==> config.mk <==
export PLATFORM = sky130hd
export DESIGN_NAME = ppfl_cfg_regs
export DESIGN_NICKNAME = d
export VERILOG_FILES = /design/src/rtl/ppfl_pkg.sv /design/src/rtl/ppfl_cfg_regs.sv
export SDC_FILE = /design/constraint.sdc
export NUM_CORES = 1
export LEC_CHECK = 0
export ABC_AREA = 1
export BUFFER_PORTS_ARGS = -buffer_cell sky130_fd_sc_hd__buf_2
export CORE_UTILIZATION = 38
export DETAILED_ROUTE_END_ITERATION = 8
export PLACE_DENSITY = 0.76
export SETUP_SLACK_MARGIN = 0.05
export SYNTH_ARGS = -nofsm -noshare
export SYNTH_HDL_FRONTEND = slang
export SYNTH_SLANG_ARGS = --single-unit
==> constraint.sdc <==
create_clock -name clk -period 0.95 [get_ports clk]
set_input_delay 0.2375 -clock clk [delete_from_list [all_inputs] [get_ports clk]]
set_output_delay 0.2375 -clock clk [all_outputs]
set_load 0.03 [all_outputs]
==> src/rtl/ppfl_pkg.sv <==
// Package for the per-CPU page free list: sizes, codes and shared types.
// No dependencies; every other file of the block imports it.
package ppfl_pkg;

    localparam int CPU_COUNT  = 8;
    localparam int POOL_PAGES = 32768;
    localparam int PAGE_BYTES = 4096;

    localparam int CPU_W      = $clog2(CPU_COUNT);
    localparam int SLOT_W     = $clog2(POOL_PAGES);
    localparam int LINK_W     = SLOT_W + 1;
    localparam int PAGE_SHIFT = $clog2(PAGE_BYTES);
    localparam int ADDR_W     = 32;
    localparam int PAGE_NUM_W = ADDR_W - PAGE_SHIFT;

    localparam int FIRST_W    = 20;
    localparam int LIMIT_W    = 21;
    localparam int ALU_W      = LIMIT_W;

    localparam int CFG_ADDR_W = 3;
    localparam int CFG_DATA_W = 32;

    typedef logic [SLOT_W-1:0] slot_t;
    typedef logic [LINK_W-1:0] link_t;

    typedef enum logic [1:0] {
        ST_OK       = 2'd0,
        ST_BAD_ADDR = 2'd1,
        ST_NO_MEM   = 2'd2
    } status_t;

    typedef enum logic {
        ACT_FREE  = 1'b0,
        ACT_ALLOC = 1'b1
    } action_t;

    typedef enum logic {
        CFG_IDX_FIRST = 1'b0,
        CFG_IDX_LIMIT = 1'b1
    } cfg_idx_t;

    typedef enum logic {
        ALU_ADD = 1'b0,
        ALU_SUB = 1'b1
    } alu_op_t;

    typedef enum logic [2:0] {
        SEQ_IDLE,
        SEQ_FREE_LO,
        SEQ_FREE_HI,
        SEQ_ALLOC_SEL,
        SEQ_ALLOC_RD,
        SEQ_FINISH
    } seq_state_t;

    typedef struct packed {
        logic  wr_en;
        logic  rd_en;
        slot_t addr;
        link_t wdata;
    } mem_req_t;

endpackage

==> src/rtl/ppfl_cfg_regs.sv <==
// APB-style register file holding first_page and limit_page.
// Depends on ppfl_pkg.
module ppfl_cfg_regs (
    input  logic                            clk,
    input  logic                            rst_n,
    input  logic                            psel,
    input  logic                            penable,
    input  logic                            pwrite,
    input  logic [ppfl_pkg::CFG_ADDR_W-1:0] paddr,
    input  logic [ppfl_pkg::CFG_DATA_W-1:0] pwdata,
    output logic [ppfl_pkg::CFG_DATA_W-1:0] prdata,
    output logic                            pready,
    output logic [ppfl_pkg::FIRST_W-1:0]    first_page,
    output logic [ppfl_pkg::LIMIT_W-1:0]    limit_page
);
    import ppfl_pkg::*;

    logic [FIRST_W-1:0] first_reg;
    logic [LIMIT_W-1:0] limit_reg;
    logic               wr_en;
    cfg_idx_t           idx;

    assign pready = 1'b1;
    assign wr_en  = psel && penable && pwrite;
    // Word addressing: the byte offset bits are ignored
    assign idx    = cfg_idx_t'(paddr[CFG_ADDR_W-1]);

    always_ff @(posedge clk or negedge rst_n)
    begin
        if (!rst_n)
        begin
            first_reg <= '0;
            limit_reg <= '0;
        end
        else if (wr_en)
        begin
            unique case (idx)
                CFG_IDX_FIRST: first_reg <= pwdata[FIRST_W-1:0];
                CFG_IDX_LIMIT: limit_reg <= pwdata[LIMIT_W-1:0];
            endcase
        end
    end

    always_comb
    begin
        unique case (idx)
            CFG_IDX_FIRST: prdata = CFG_DATA_W'(first_reg);
            CFG_IDX_LIMIT: prdata = CFG_DATA_W'(limit_reg);
        endcase
    end

    assign first_page = first_reg;
    assign limit_page = limit_reg;

endmodule

; ---- Word level (Yosys, flattened, before mapping)
; Cells that the tools add are included.
[totals]
ramBits = 0
latch_bits = 0
rom_bits = 0
n_memories = 0
wordCells = 8
regBits = 41
[op_classes]
mux = 1
add_sub_neg = 0
eq_ne = 0
bitwise = 1
n_reduce_logical = 4
multipliers = 0
shifts = 0
magnitude_cmp = 0
n_div = 0
[ops]
columns = cell, count
row1 = case mux 32 bit (2 select lines), 1
row2 = AND reduction 2 bit, 2
row3 = logical AND 1 bit, 2
row4 = inverter 1 bit, 1

; ---- Logic depth before layout (Yosys ltp)
[depth]
depth_word = 3
mapped_depth = 6
depth_no_buf = 4

; ---- Worst setup path before layout
; OpenSTA, ideal clock, no wires.
[synth_path]
path_kind = input -> output
startpoint = in paddr[2] in the netlist's numbering
endpoint = out prdata[0] in the netlist's numbering
t_required_ns = 0.712
setup_slack_ns = -0.177
arrival_time_ns = 0.890
cell_stages = 5
path_cell_list = buf_2 inv_2 buf_2 nand2_1 nand2_1
[synth_between]
elab_chain_len = 2
[synth_lines]
columns = element, line
row1 = from (decl), ppfl_cfg_regs.sv:9  ; input logic [ppfl_pkg::CFG_ADDR_W-1:0] paddr,
row2 = inverter 1 bit (no source line), n/a
row3 = case mux 32 bit (2 select lines) (*), ppfl_cfg_regs.sv:46  ; unique case (idx)
row4 = to (decl), ppfl_cfg_regs.sv:11  ; output logic [ppfl_pkg::CFG_DATA_W-1:0] prdata,
; Mark *: on every way between the ends. The rest lies on a longest branch, timed or not. The select of a mux whose other input is x is not followed.

; ---- Final worst setup path
[layout_path]
startpoint = reg first_reg[8], in the netlist first_page[8]
endpoint = out prdata[8] in the netlist's numbering
[layout_between]
elab_chain_len = 1
[layout_lines]
columns = element, line
row1 = from (decl), ppfl_cfg_regs.sv:18  ; logic [FIRST_W-1:0] first_reg;
row2 = from (signal assigned), ppfl_cfg_regs.sv:38  ; CFG_IDX_FIRST: first_reg <= pwdata[FIRST_W-1:0];
row3 = case mux 32 bit (2 select lines), ppfl_cfg_regs.sv:46
; Every way passes these cells. The select of a mux whose other input is x is not followed.

==> reports/metrics.csv <==
stage;metric;value;unit
global_routing;grt_pass1_vias;2144;
status;status;finished with violations;
floorplanning;die_area;0.005515;sq mm
synthesis;synth.top_cell.area_share;51.70;%
global_routing;grt_pass1_wl;10370;um
setup_path;cp_slowest_cell;dfrtp_2;
status;violations;negative setup slack;
synthesis;synth.area.top_cells;dfrtp_1, nand2_1, nand3_1, buf_4, buf_2;
sta;rsz0062_at_grt;true;
clock_tree;cts-buffers-inserted;5;
clock_tree;clock_sinks;41;
sta;clock_skew;0;ns
final_layout;final_area;0.003816;sq mm
setup_path;cp-start-kind;register;
clock_tree;root_buffer;clkbuf_8;
synthesis;synth_warnings;0;
synthesis;ys_types;10;
final_layout;final_core_util;78.21;%
synthesis;synth_top_flop_cell;dfrtp_1;
sta;finalSetupTns;-13.70;ns
synthesis;synth_common_cells;nand2_1, dfrtp_1, nand3_1, buf_2, buf_4;
setup_path;crit_buf_inv;1;
clock_tree;insertion_delay;0.29;ns
floorplanning;num_rows;25;
detailed_routing;wirelength;7857;um
pwr;ir_drop;0.001127;V
detailed_routing;drt_iter0_markers;170;
synthesis;avgSynthCellArea;7.545;sq um
floorplanning;core_area;0.004880;sq mm
placement;dpl_cell_area;0.002929;sq mm
setup_path;critical_path.max_fanout;3;
sta;setup_viol;67;
detailed_routing;dr.pass1.iters;4;
detailed_routing;drc;0;
global_routing;grt-ovfl-total;0;
clock_tree;cts_max_level;2;
setup_path;cp_slowest_stage_delay;0.46;ns
setup_path;worstPathRequired;0.71;ns
pwr;powerDensity;1975;mW/mm^2
final_layout;layout-drive-gt1-share;68.45;%
placement;io_buffers;88;
setup_path;worstPathArrival;1.03;ns
setup_path;worstSetupPathType;reg -> out;
final_layout;area_growth_syn_to_layout;92.31;%
detailed_routing;wl_per_cell;17.08;um
clock_tree;clk_pin_slew;0.08;ns
synthesis;syn-instance-count;263;
synthesis;synth_top_area_cell;dfrtp_1;
synthesis;synthArstFlopShare;100.0;%
job;cap_violations;0;
floorplanning;fp.dieH;74.27;um
global_routing;grt_util_all_layers;25.64;%
floorplanning;initial_core_util;40.67;%
detailed_routing;vias_per_cell;4.974;
sta;timing.final.crit_share;133.1;%
pwr;leakage;2.006;nW
sta;slew_violations;0;
final_layout;nets;432;
global_routing;grt_antenna_before_repair;0;
final_layout;fillCellCount;310;
synthesis;synth_edf_count;0;
clock_tree;clockBufferDepth;2;
sta;period_minus_slack;1.265;ns
synthesis;yosysSeqAreaShare;51.70;%
synthesis;synth_seq_cells;41;
clock_tree;cts_tree;built;
sta;setup_ws;-0.3148;ns
hold_path;hold_class;in -> reg;
placement;routabilityCongestion;0.7528;
setup_path;cpLargestDelayFamily;flip-flops;
setup_path;cp-end-kind;output port;
detailed_routing;vias;2288;
global_routing;grt_max_degree;42;
final_layout;antenna_cells;0;
detailed_routing;ant_nets;0;
floorplanning;die_w;74.27;um
sta;fmax;790.6;MHz
synthesis;synth_area;0.001984;sq mm
setup_path;path_cells;nand2_2 -> nand2_4 -> buf_6;
placement;dpl.hpwl;4017;um
floorplanning;ios;114;
sta;hold_violations;0;
synthesis;yosysMostFrequentCell;nand2_1;
metrics by stage:
step | power (mW) | std cells | hold slack, ns | setup slack (ns)
detailed placement | 5.064 | 427 | 0.2303 | -0.3233
floorplan | 4.290 | 273 | -0.05809 | -0.02625
finish | 7.535 | 460 | 0.1888 | -0.3148
CTS | 7.103 | 450 | 0.1790 | -0.2750
global placement | 4.997 | 427 | 0.2272 | -0.2795
global route | 7.864 | 460 | 0.1857 | -0.3341
worst min-delay path: stages:
cell     delay, ns
buf_2         0.09
nand3_1       0.07
nand2_1       0.06
state kept, by name (all words and copies together), names as in the netlist:
signal	flops
limit_page	21
first_page	20
repair_timing:
item                       4_1_cts  5_1_grt
hold endpoints to repair        41        0
resized for setup              143       54
hold buffers                     1        0
pin swaps                       46       12
setup endpoints to repair       97       83
setup buffers                   12       11
gates cloned                     2        0
layout make-up:
cell class	count	area, sq um	share of cell area [%]
Timing Repair Buffer	141	1356	35.54
Multi-Input combinational cell	200	1177	30.85
Sequential cell	41	1074	28.13
Clock buffer	7	96.34	2.525
Tap cell	67	83.83	2.197
Inverter	3	23.77	0.6230
Clock inverter	1	5.005	0.1311
where the power goes:
group          switching [mW]  internal (mW)
clock network           0.602          0.657
logic                    2.05           1.64
registers               0.456           2.13
cell usage in the layout (no fill, tap or decap), types with 3 or more instances in the layout:
cell      synthesis  routed
nand3_1          41      41
nand2_1         144      65
clkbuf_8          0       7
dfrtp_2           0      38
nand2_2           0      45
nand2_4           0      34
dfrtp_1          41       3
buf_2            17      26
conb_1            2      12
buf_6             0      72
buf_4            12      35
buf_12            0       5
per-layer routing:
layer / global-route usage (%) / share of wire [%]
met5: 0 / 0
met3: 5.962 / 6.4
met4: 8.386 / 2.8
met1: 29.38 / 36
met2: 47.07 / 54
logic make-up after synthesis:
group / after synthesis / synth area share [%]
AND/OR/NAND/NOR: 188 / 38.52
flip-flops: 41 / 51.70
buffers and inverters: 32 / 9.395
other: 2 / 0.3785
path summary, 6_finish.rpt:
check | slack (ns) | depth (start not counted) | startpoint | to
setup / recovery | -0.31 | 3 | first_page[8]$_DFFE_PN0P_ | prdata[8]
hold / removal | 0.19 | 3 | pwdata[6] | first_page[6]$_DFFE_PN0P_
setup reg to reg | -0.03 | 4 | limit_page[7]$_DFFE_PN0P_ | limit_page[7]$_DFFE_PN0P_
hold reg to reg | 0.52 | 2 | limit_page[2]$_DFFE_PN0P_ | limit_page[2]$_DFFE_PN0P_
max in group asynchronous | 0.28 | 3 | rst_n | first_page[0]$_DFFE_PN0P_
min in group asynchronous | 0.45 | 3 | rst_n | limit_page[4]$_DFFE_PN0P_
Note: power is estimated with default switching activity, not from simulation.
