==> src/rtl/ppfl_pkg.sv <==
// Package for the per-CPU page free list: sizes, codes and shared types.
// No dependencies; every other file of the block imports it.
package ppfl_pkg;

    localparam int CPU_COUNT  = 8;
    localparam int POOL_PAGES = 32768;
    localparam int PAGE_BYTES = 4096;

    localparam int CPU_W      = $clog2(CPU_COUNT);
    localparam int SLOT_W     = $clog2(POOL_PAGES);
    localparam int LINK_W     = SLOT_W + 1;
    localparam int PAGE_SHIFT = $clog2(PAGE_BYTES);
    localparam int ADDR_W     = 32;
    localparam int PAGE_NUM_W = ADDR_W - PAGE_SHIFT;

    localparam int FIRST_W    = 20;
    localparam int LIMIT_W    = 21;
    localparam int ALU_W      = LIMIT_W;

    localparam int CFG_ADDR_W = 3;
    localparam int CFG_DATA_W = 32;

    typedef logic [SLOT_W-1:0] slot_t;
    typedef logic [LINK_W-1:0] link_t;

    typedef enum logic [1:0] {
        ST_OK       = 2'd0,
        ST_BAD_ADDR = 2'd1,
        ST_NO_MEM   = 2'd2
    } status_t;

    typedef enum logic {
        ACT_FREE  = 1'b0,
        ACT_ALLOC = 1'b1
    } action_t;

    typedef enum logic {
        CFG_IDX_FIRST = 1'b0,
        CFG_IDX_LIMIT = 1'b1
    } cfg_idx_t;

    typedef enum logic {
        ALU_ADD = 1'b0,
        ALU_SUB = 1'b1
    } alu_op_t;

    typedef enum logic [2:0] {
        SEQ_IDLE,
        SEQ_FREE_LO,
        SEQ_FREE_HI,
        SEQ_ALLOC_SEL,
        SEQ_ALLOC_RD,
        SEQ_FINISH
    } seq_state_t;

    typedef struct packed {
        logic  wr_en;
        logic  rd_en;
        slot_t addr;
        link_t wdata;
    } mem_req_t;

endpackage

==> src/rtl/ppfl_alu.sv <==
// Shared add/subtract unit used by the sequencer for range checks and
// address forming. Depends on ppfl_pkg.
module ppfl_alu (
    input  ppfl_pkg::alu_op_t            op,
    input  logic [ppfl_pkg::ALU_W-1:0]   a,
    input  logic [ppfl_pkg::ALU_W-1:0]   b,
    output logic [ppfl_pkg::ALU_W:0]     res
);
    import ppfl_pkg::*;

    // Top bit is the carry on add and the borrow on subtract
    always_comb
    begin
        unique case (op)
            ALU_ADD: res = {1'b0, a} + {1'b0, b};
            ALU_SUB: res = {1'b0, a} - {1'b0, b};
        endcase
    end

endmodule

==> config.mk <==
export PLATFORM = sky130hd
export DESIGN_NAME = ppfl_alu
export DESIGN_NICKNAME = d
export VERILOG_FILES = /design/src/rtl/ppfl_pkg.sv /design/src/rtl/ppfl_alu.sv
export SDC_FILE = /design/constraint.sdc
export NUM_CORES = 1
export LEC_CHECK = 0
export ABC_AREA = 1
export BUFFER_PORTS_ARGS = -buffer_cell sky130_fd_sc_hd__buf_2
export CAP_MARGIN = 20
export CORE_UTILIZATION = 40
export DETAILED_ROUTE_END_ITERATION = 10
export GPL_ROUTABILITY_DRIVEN = 0
export PLACE_DENSITY_LB_ADDON = 0.12
export SLEW_MARGIN = 25
export SYNTH_ARGS = -nofsm -noshare
export SYNTH_HDL_FRONTEND = slang
export SYNTH_SLANG_ARGS = --single-unit
==> constraint.sdc <==
create_clock -name vclk -period 4.9
set_input_delay 0.735 -clock vclk [all_inputs]
set_output_delay 0.735 -clock vclk [all_outputs]
set_load 0.005 [all_outputs]
Word-level counts from Yosys, hierarchy flattened
Index checks and enable logic that the tools add are counted.

word-level totals
  bits in registers = 0

cells by class
  multiplexer cells = 1
  add/subtract/negate cells = 2
  bitwise operators = 1

operators by type and width
  operator        number
  $pmux 22 s2     1
  $add 21x21->22  1
  $sub 21x21->22  1
  $not 1->1       1

Longest topological paths before layout
Gate-level depths: netlist of run 1.

  word-level depth = 2
  depth in mapped cells = 18
  mapped depth without buffers = 18

Worst setup path after synthesis of run 1
Ideal clock, no wire load.

  path type = input-to-output
  start = input b[0] (netlist bit)
  end = output res[21] (netlist bit)
  buffers on the path = 0
  stages = 18
  slack = 1.542 ns
  arrival time = 2.623 ns
  cell sequence = inv_1 -> ha_1 -> nand2_1 -> nor2_1 -> nand3_1 -> nand2_2 -> nand2_1 -> nor2_1 -> nor2_1 -> ha_1 -> nand2_1 -> nor2_1 -> nand2_1 -> nor2_1 -> nand2_1 -> nand3_1 -> nand2_1 -> nand2_1

between the ends
  cells in the longest elaborated chain, start to end = 2
  elaborated cells between the ends (all ways) = 3
  those cells by class = 2 x add/sub; 1 x mux

ends and longest elaborated chain
  item                                              line                            source
  from (decl)                                       ppfl_alu.sv:6                   input logic [ppfl_pkg::ALU_W-1:0] b,
  $sub 21x21->22 or $add 21x21->22 (tied branches)  ppfl_alu.sv:16, ppfl_alu.sv:15
  $pmux 22 s2 (*)                                   ppfl_alu.sv:14                  unique case (op)
  to (decl)                                         ppfl_alu.sv:7                   output logic [ppfl_pkg::ALU_W:0] res

Every way passes the cells marked *; elsewhere a longest branch is shown, timed or not.

Worst setup path after layout of run 1
Same ends and word-level chain as after synthesis.

==> results.tsv, run 1 <==
stage	metric	value	unit
status	status	finished, final reports clean	
timing	final setup violation count	0	
worst_setup_path	worst endpoint data arrival time	3.15	ns
pwr	Total Power Consumption	0.0003707	W
routing	WL final	5668	µm
yosys	average cell area after synthesis	4.983	µm²
cells_and_area	Reg area	0	µm²
floorplan	Initial Util	42.17	%
worst_setup_path	highest-delay cell along the critical path	ha_1	
worst_setup_path	required arrival time at the worst endpoint	4.16	ns
pwr	pwr/cell area	153.4	nW/µm²
worst_setup_path	maximum cell stage delay along the critical path	0.37	ns
grt	antenna violations before repair	0	
yosys	cell area after synthesis	2018	µm²
min_path	worst hold path type	input port to primary output	
cts	quantity of gates resized following cts	0	
timing	worst slew pin tran	0.5139	ns
routing	average wire per standard cell	10.59	µm
floorplan	chip height	73.03	µm
timing	maximum clock rate	257.4	MHz
grt	global-route usage over all layers	22.44	%
routing	Detailed Routing Iterations Pass 1	4	
routing	DRC viols	0	
placement	number of buffers added on ports	65	
yosys	top cell type's share of synthesized area	27.53	%
cells_and_area	Area Growth Syn to Fin	19.78	%
cells_and_area	count of clock buffers in the final design	0	
timing	Fin Setup TNS	0	ns
timing	setup repair after global routing missed its margin	false	
yosys	post-synthesis cell type with the largest combined area	nand2_1	
floorplan	Horiz. Die Dim	73.03	µm
grt	vias in the first global route	2271	
floorplan	number of placement rows	25	
worst_setup_path	Top cell by count, worst path	nand2_1	
worst_setup_path	gate family responsible for the most delay along the worst path	simple AND/OR/NAND/NOR gates	
routing	via count	2536	
cts	setup bufs post-CTS	0	
yosys	number of nets in the synthesized netlist	471	
timing	fin crit share	79.29	%
worst_setup_path	crit-path max FO	6	
timing	Max transition margin	65.38	%
yosys	portion of the post-synthesis area used by sequential elements	0	%
floorplan	number of ports placed on the die boundary	65	
worst_setup_path	series of cell instances along the critical path	buf_2 > inv_1 > ha_1 > nand2_1 > nor2_1 > nand3_1 > nand2_2 > nand2_1 > nor2_1 > nor2_1 > ha_1 > nand2_1 > nor2_1 > nand2_1 > nor2_1 > nand2_1 > nand3_1 > nand2_1 > nand2_1 > buf_2	
grt	GR Overflow Total	0	
timing	Final Max Slew Viols	0	
yosys	dominant cell by count in the synthesized netlist	nand2_1	
cells_and_area	fillers	567	
grt	pin count of the biggest net entering global routing	14	
cells_and_area	layout cells sized above 1	16.88	%
cells_and_area	final antenna diode count	0	
cells_and_area	number of nets in the finished design	536	
yosys	Cell variety after synth	24	
yosys	ranking of synthesized cells by area	nand2_1, ha_1, inv_1, nor2_1, nand3_1	
pwr	Peak VDD IR	0.04579	mV
routing	number of DRC markers after the initial detailed-route iteration	118	
cells_and_area	sequential cells	0	
cells_and_area	area taken by multi-input logic gates	1730	µm²
worst_setup_path	kind of start point of the critical path	input port	
routing	post-route antenna net violation count	0	
timing	Period minus WS final	3.885	ns
cts	hold_buf cts	0	
timing	hold violation count in the final report	0	
yosys	number of standard cells after synthesis	405	
placement	post-DP HPWL	5105	µm
yosys	most frequent cells after synthesis	nand2_1, inv_1, nor2_1	
pwr	total leakage power	1.485	nW
grt	wire length of the first global-routing pass	9639	µm
floorplan	core box area	4786	µm²
worst_setup_path	number of buffer and inverter stages on the critical path	3	
flow_run	Max-Cap Viols	0	
yosys	total number of yosys warnings	0	
worst_setup_path	type of element capturing the critical path	primary output	
worst_setup_path	type of the setup path with the least slack	input port to primary output	
floorplan	die area	5333	µm²
routing	via/cell ratio	4.740	
==> final cells by class <==
class / count / area share (%)
Multi-Input combinational cell: 329 / 71.58
Timing Repair Buffer: 65 / 13.46
Inverter: 74 / 11.49
Tap cell: 67 / 3.468
==> where the power goes <==
| part | total (W) | leakage, nW | internal (W) | switching (W) |
|---|---|---|---|---|
| Clock | 0 | 0 | 0 | 0 |
| Combinational | 0.000371 | 1.48 | 0.000152 | 0.000219 |
| Sequential | 0 | 0 | 0 | 0 |
| Total | 0.000371 | 1.48 | 0.000152 | 0.000219 |
==> cells in the final DEF (no fill, tap or decap) <==
| cell | netlist | routed |
|---|---|---|
| o211ai_1 | 1 | 1 |
| nand2_2 | 4 | 4 |
| o21ai_0 | 6 | 6 |
| xor2_1 | 17 | 17 |
| nand3_1 | 31 | 31 |
| o21bai_1 | 4 | 4 |
| and2_1 | 1 | 1 |
| a31oi_1 | 1 | 1 |
| nand2_1 | 148 | 148 |
| fa_1 | 1 | 1 |
| inv_1 | 73 | 73 |
| nor4_1 | 1 | 1 |
| inv_2 | 1 | 1 |
| buf_2 | 2 | 65 |
| nor2_1 | 49 | 49 |
| nor3_1 | 2 | 2 |
| a21oi_1 | 16 | 16 |
| nand3_2 | 2 | 2 |
| ha_1 | 22 | 22 |
| xnor2_1 | 8 | 8 |
| nand4_1 | 7 | 7 |
| o21ai_2 | 2 | 2 |
| nor2_2 | 5 | 5 |
| a21o_1 | 1 | 1 |
==> metal layers <==
layer / part of all wire (%) / vias to the layer above / track usage, %
met1: 49 / 1060 / 32.23
met4: 1.4 / 0 / 3.922
met5: 0 / - / 0
li1: - / 1384 / -
met3: 4.5 / 8 / 0.6906
met2: 45 / 84 / 37.45
==> per-stage QoR <==
stage,instance area [µm²],hold WS [ns],utilization (%),instances,worst slack (ns)
after floorplan,2018,1.601,-,405,1.542
after global placement,2417,1.804,50.51,535,1.032
after detailed placement,2417,1.811,50.51,535,0.9942
after CTS,2417,1.811,50.51,535,0.9886
after global routing,2417,1.844,50.51,535,0.6717
final,2417,1.806,50.51,535,1.015
==> cells by family after synthesis <==
logic type / Yosys count / share of synthesized area, %
simple gates: 250 / 51.40
xor+xnor: 25 / 10.85
fa+ha+maj: 23 / 14.63
compound gates: 31 / 8.866
buf+inv: 76 / 14.26
==> final timing paths <==
check  from       to  slack (ns)  cells after the start
max    b[0]  res[21]        1.01                     20
min    b[0]   res[0]        1.81                      4
Note: power is estimated with default switching activity, not from simulation.
==> run 2, diff against run 1 <==
Settings changed: ABC_AREA 1 to 0.
Clock period 4.9 ns to 3.5 ns, I/O delays scaled along.
==> results.tsv, run 2 <==
stage	metric	value	unit
pwr	total leakage power	1.487	nW
routing	DRC viols	0	
status	status	finished, violations left	
worst_setup_path	first element of the critical path	b[10]	
routing	post-route antenna net violation count	0	
worst_setup_path	required arrival time at the worst endpoint	2.97	ns
yosys	portion of the post-synthesis area used by sequential elements	0	%
cells_and_area	Area Growth Syn to Fin	90.26	%
yosys	average cell area after synthesis	7.166	µm²
placement	Setup WS pre-CTS	-0.4227	ns
cells_and_area	area taken by multi-input logic gates	1886	µm²
yosys	number of standard cells after synthesis	224	
yosys	top cell type's share of synthesized area	17.15	%
floorplan	Horiz. Die Dim	65.35	µm
yosys	total number of yosys warnings	0	
worst_setup_path	type of the setup path with the least slack	input port to primary output	
cells_and_area	commonest cells after routing, fill and taps aside	buf_4, buf_2, xnor2_1	
pwr	Peak VDD IR	0.1582	mV
grt	GR Overflow Total	0	
timing	slack of the critical path	-0.4317	ns
routing	number of DRC markers after the initial detailed-route iteration	134	
routing	average wire per standard cell	14.62	µm
pwr	pwr/cell area	256.1	nW/µm²
cells_and_area	number of nets in the finished design	436	
cells_and_area	most frequent standard cell in the layout excluding fill and tap cells	buf_4	
floorplan	die area	4271	µm²
cells_and_area	sequential cells	0	
timing	Final Max Slew Viols	0	
worst_setup_path	crit-path max FO	6	
yosys	cell area after synthesis	1605	µm²
floorplan	number of ports placed on the die boundary	65	
min_path	worst-case hold path end point	res[1]	
yosys	number of nets in the synthesized netlist	290	
yosys	dominant cell by count in the synthesized netlist	a21oi_1	
yosys	most frequent cells after synthesis	a21oi_1, xnor2_1, ha_1	
routing	via/cell ratio	5.370	
grt	antenna violations before repair	0	
grt	vias in the first global route	2061	
yosys	Cell variety after synth	47	
timing	worst slew pin tran	0.3755	ns
timing	fin crit share	112.3	%
timing	Max transition margin	74.92	%
placement	number of buffers added on ports	65	
placement	post-DP HPWL	4264	µm
pwr	Total Power Consumption	0.0007823	W
yosys	post-synthesis cell type with the largest combined area	ha_1	
grt	wire length of the first global-routing pass	8763	µm
routing	WL final	6081	µm
grt	pin count of the biggest net entering global routing	12	
worst_setup_path	maximum cell stage delay along the critical path	0.56	ns
flow_run	Max-Cap Viols	0	
min_path	worst hold path cell count	3	
floorplan	core box area	3744	µm²
timing	hold violation count in the final report	0	
worst_setup_path	kind of start point of the critical path	input port	
yosys	ranking of synthesized cells by area	ha_1, xnor2_1, a21oi_1, a21o_1, xor2_1	
worst_setup_path	highest-delay cell along the critical path	or4_4	
routing	Detailed Routing Iterations Pass 1	4	
timing	maximum clock rate	254.3	MHz
worst_setup_path	series of cell instances along the critical path	buf_6 > or4_4 > nor2_4 > buf_4 > a21oi_2 > xnor2_2 > ha_4 > buf_4 > nand3_1 > or4b_4 > o21ai_2 > a21oi_2 > a221oi_2 > xnor2_1 > buf_2	
timing	Period minus WS final	3.932	ns
grt	global-route usage over all layers	25.32	%
worst_setup_path	type of element capturing the critical path	primary output	
cells_and_area	layout cells sized above 1	60.87	%
cells_and_area	fillers	225	
cells_and_area	Reg area	0	µm²
floorplan	number of placement rows	22	
cts	hold_buf cts	0	
cells_and_area	final antenna diode count	0	
timing	Post-Route Hold Slack	1.448	ns
min_path	critical hold path startpoint	a[1]	
min_path	worst hold path type	input port to primary output	
cells_and_area	count of clock buffers in the final design	0	
worst_setup_path	worst endpoint data arrival time	3.41	ns
timing	setup repair after global routing missed its margin	true	
status	violated checks	negative setup slack	
floorplan	chip height	65.35	µm
routing	via count	2234	
floorplan	Initial Util	42.88	%
timing	final setup violation count	9	
-- run 2: cell types whose count changed in the layout (fill, tap and decap cells not counted), sizes merged, moves of 4 or more --
cell	previous run	this run
xnor2	8	27
buf	65	154
inv	74	11
a31oi	1	5
nand2	152	13
xor2	17	10
a21o	1	13
nor2b	0	4
a21oi	16	31
nor2	54	18
nand3	33	7
-- run 2: layout make-up --
class	count	area share [%]
well taps	48	1.966
repair buffers	154	34.70
multi-input cells	203	61.74
inverters	11	1.598
-- run 2: how the worst max path moves through the flow --
| stage | to | cells past startpoint |
|---|---|---|
| final | res[19] | 15 |
| after global routing | res[16] | 15 |
| after CTS | res[18] | 16 |
| after detailed placement | res[18] | 16 |
| after global placement | res[18] | 16 |
| after floorplan | res[19] | 13 |
-- run 2: layer usage --
layer  GRT usage, %  share of wire [%]  vias to the layer above
met2          47.68                 51                       73
met3         0.5208                3.6                       12
met5              0                  0                        -
met4          2.717                2.3                        0
li1               -                  -                     1117
met1          32.64                 43                     1032
-- run 2: power by group --
group	switching (W)	internal [W]	total (W)
clock network	0	0	0
registers	0	0	0
logic	0.000365	0.000418	0.000782
total	0.000365	0.000418	0.000782
-- run 2: metrics by stage --
step | std cells | area (µm²) | util, % | TNS, ns
after global placement | 403 | 2592 | 69.25 | -2.555
after CTS | 413 | 2819 | 75.30 | -2.295
after global routing | 416 | 3054 | 81.58 | -3.672
after floorplan | 224 | 1718 | - | -0.2402
final | 416 | 3054 | 81.58 | -2.663
after detailed placement | 403 | 2592 | 69.25 | -3.007
-- run 2: cells by family (layout without fill, tap and decap cells) --
group           after synthesis  in the layout  synth area share (%)
compound gates               75             75                 30.63
simple gates                 66             66                 23.23
xor+xnor                     37             37                 20.19
fa+ha+maj                    23             23                 18.39
buf+inv                      21            165                 6.313
mux                           2              2                 1.247
-- run 2: what timing repair did --
| item | 4_1_cts | 5_1_grt |
|---|---|---|
| pin swaps | 24 | 12 |
| hold endpoints to repair | 0 | 0 |
| gates resized for setup | 33 | 40 |
| setup endpoints to repair | 11 | 13 |
| buffers inserted | 10 | 4 |
-- run 2: critical path: cells and delay by family --
| family | cells | cell delay [ns] |
|---|---|---|
| xor gates and xnor gates | 2 | 0.35 |
| AOI/OAI and AO/OA | 4 | 0.46 |
| adders and majority gates | 1 | 0.25 |
| and+or+nand+nor | 4 | 1.30 |
| buffers and inverters | 4 | 0.50 |
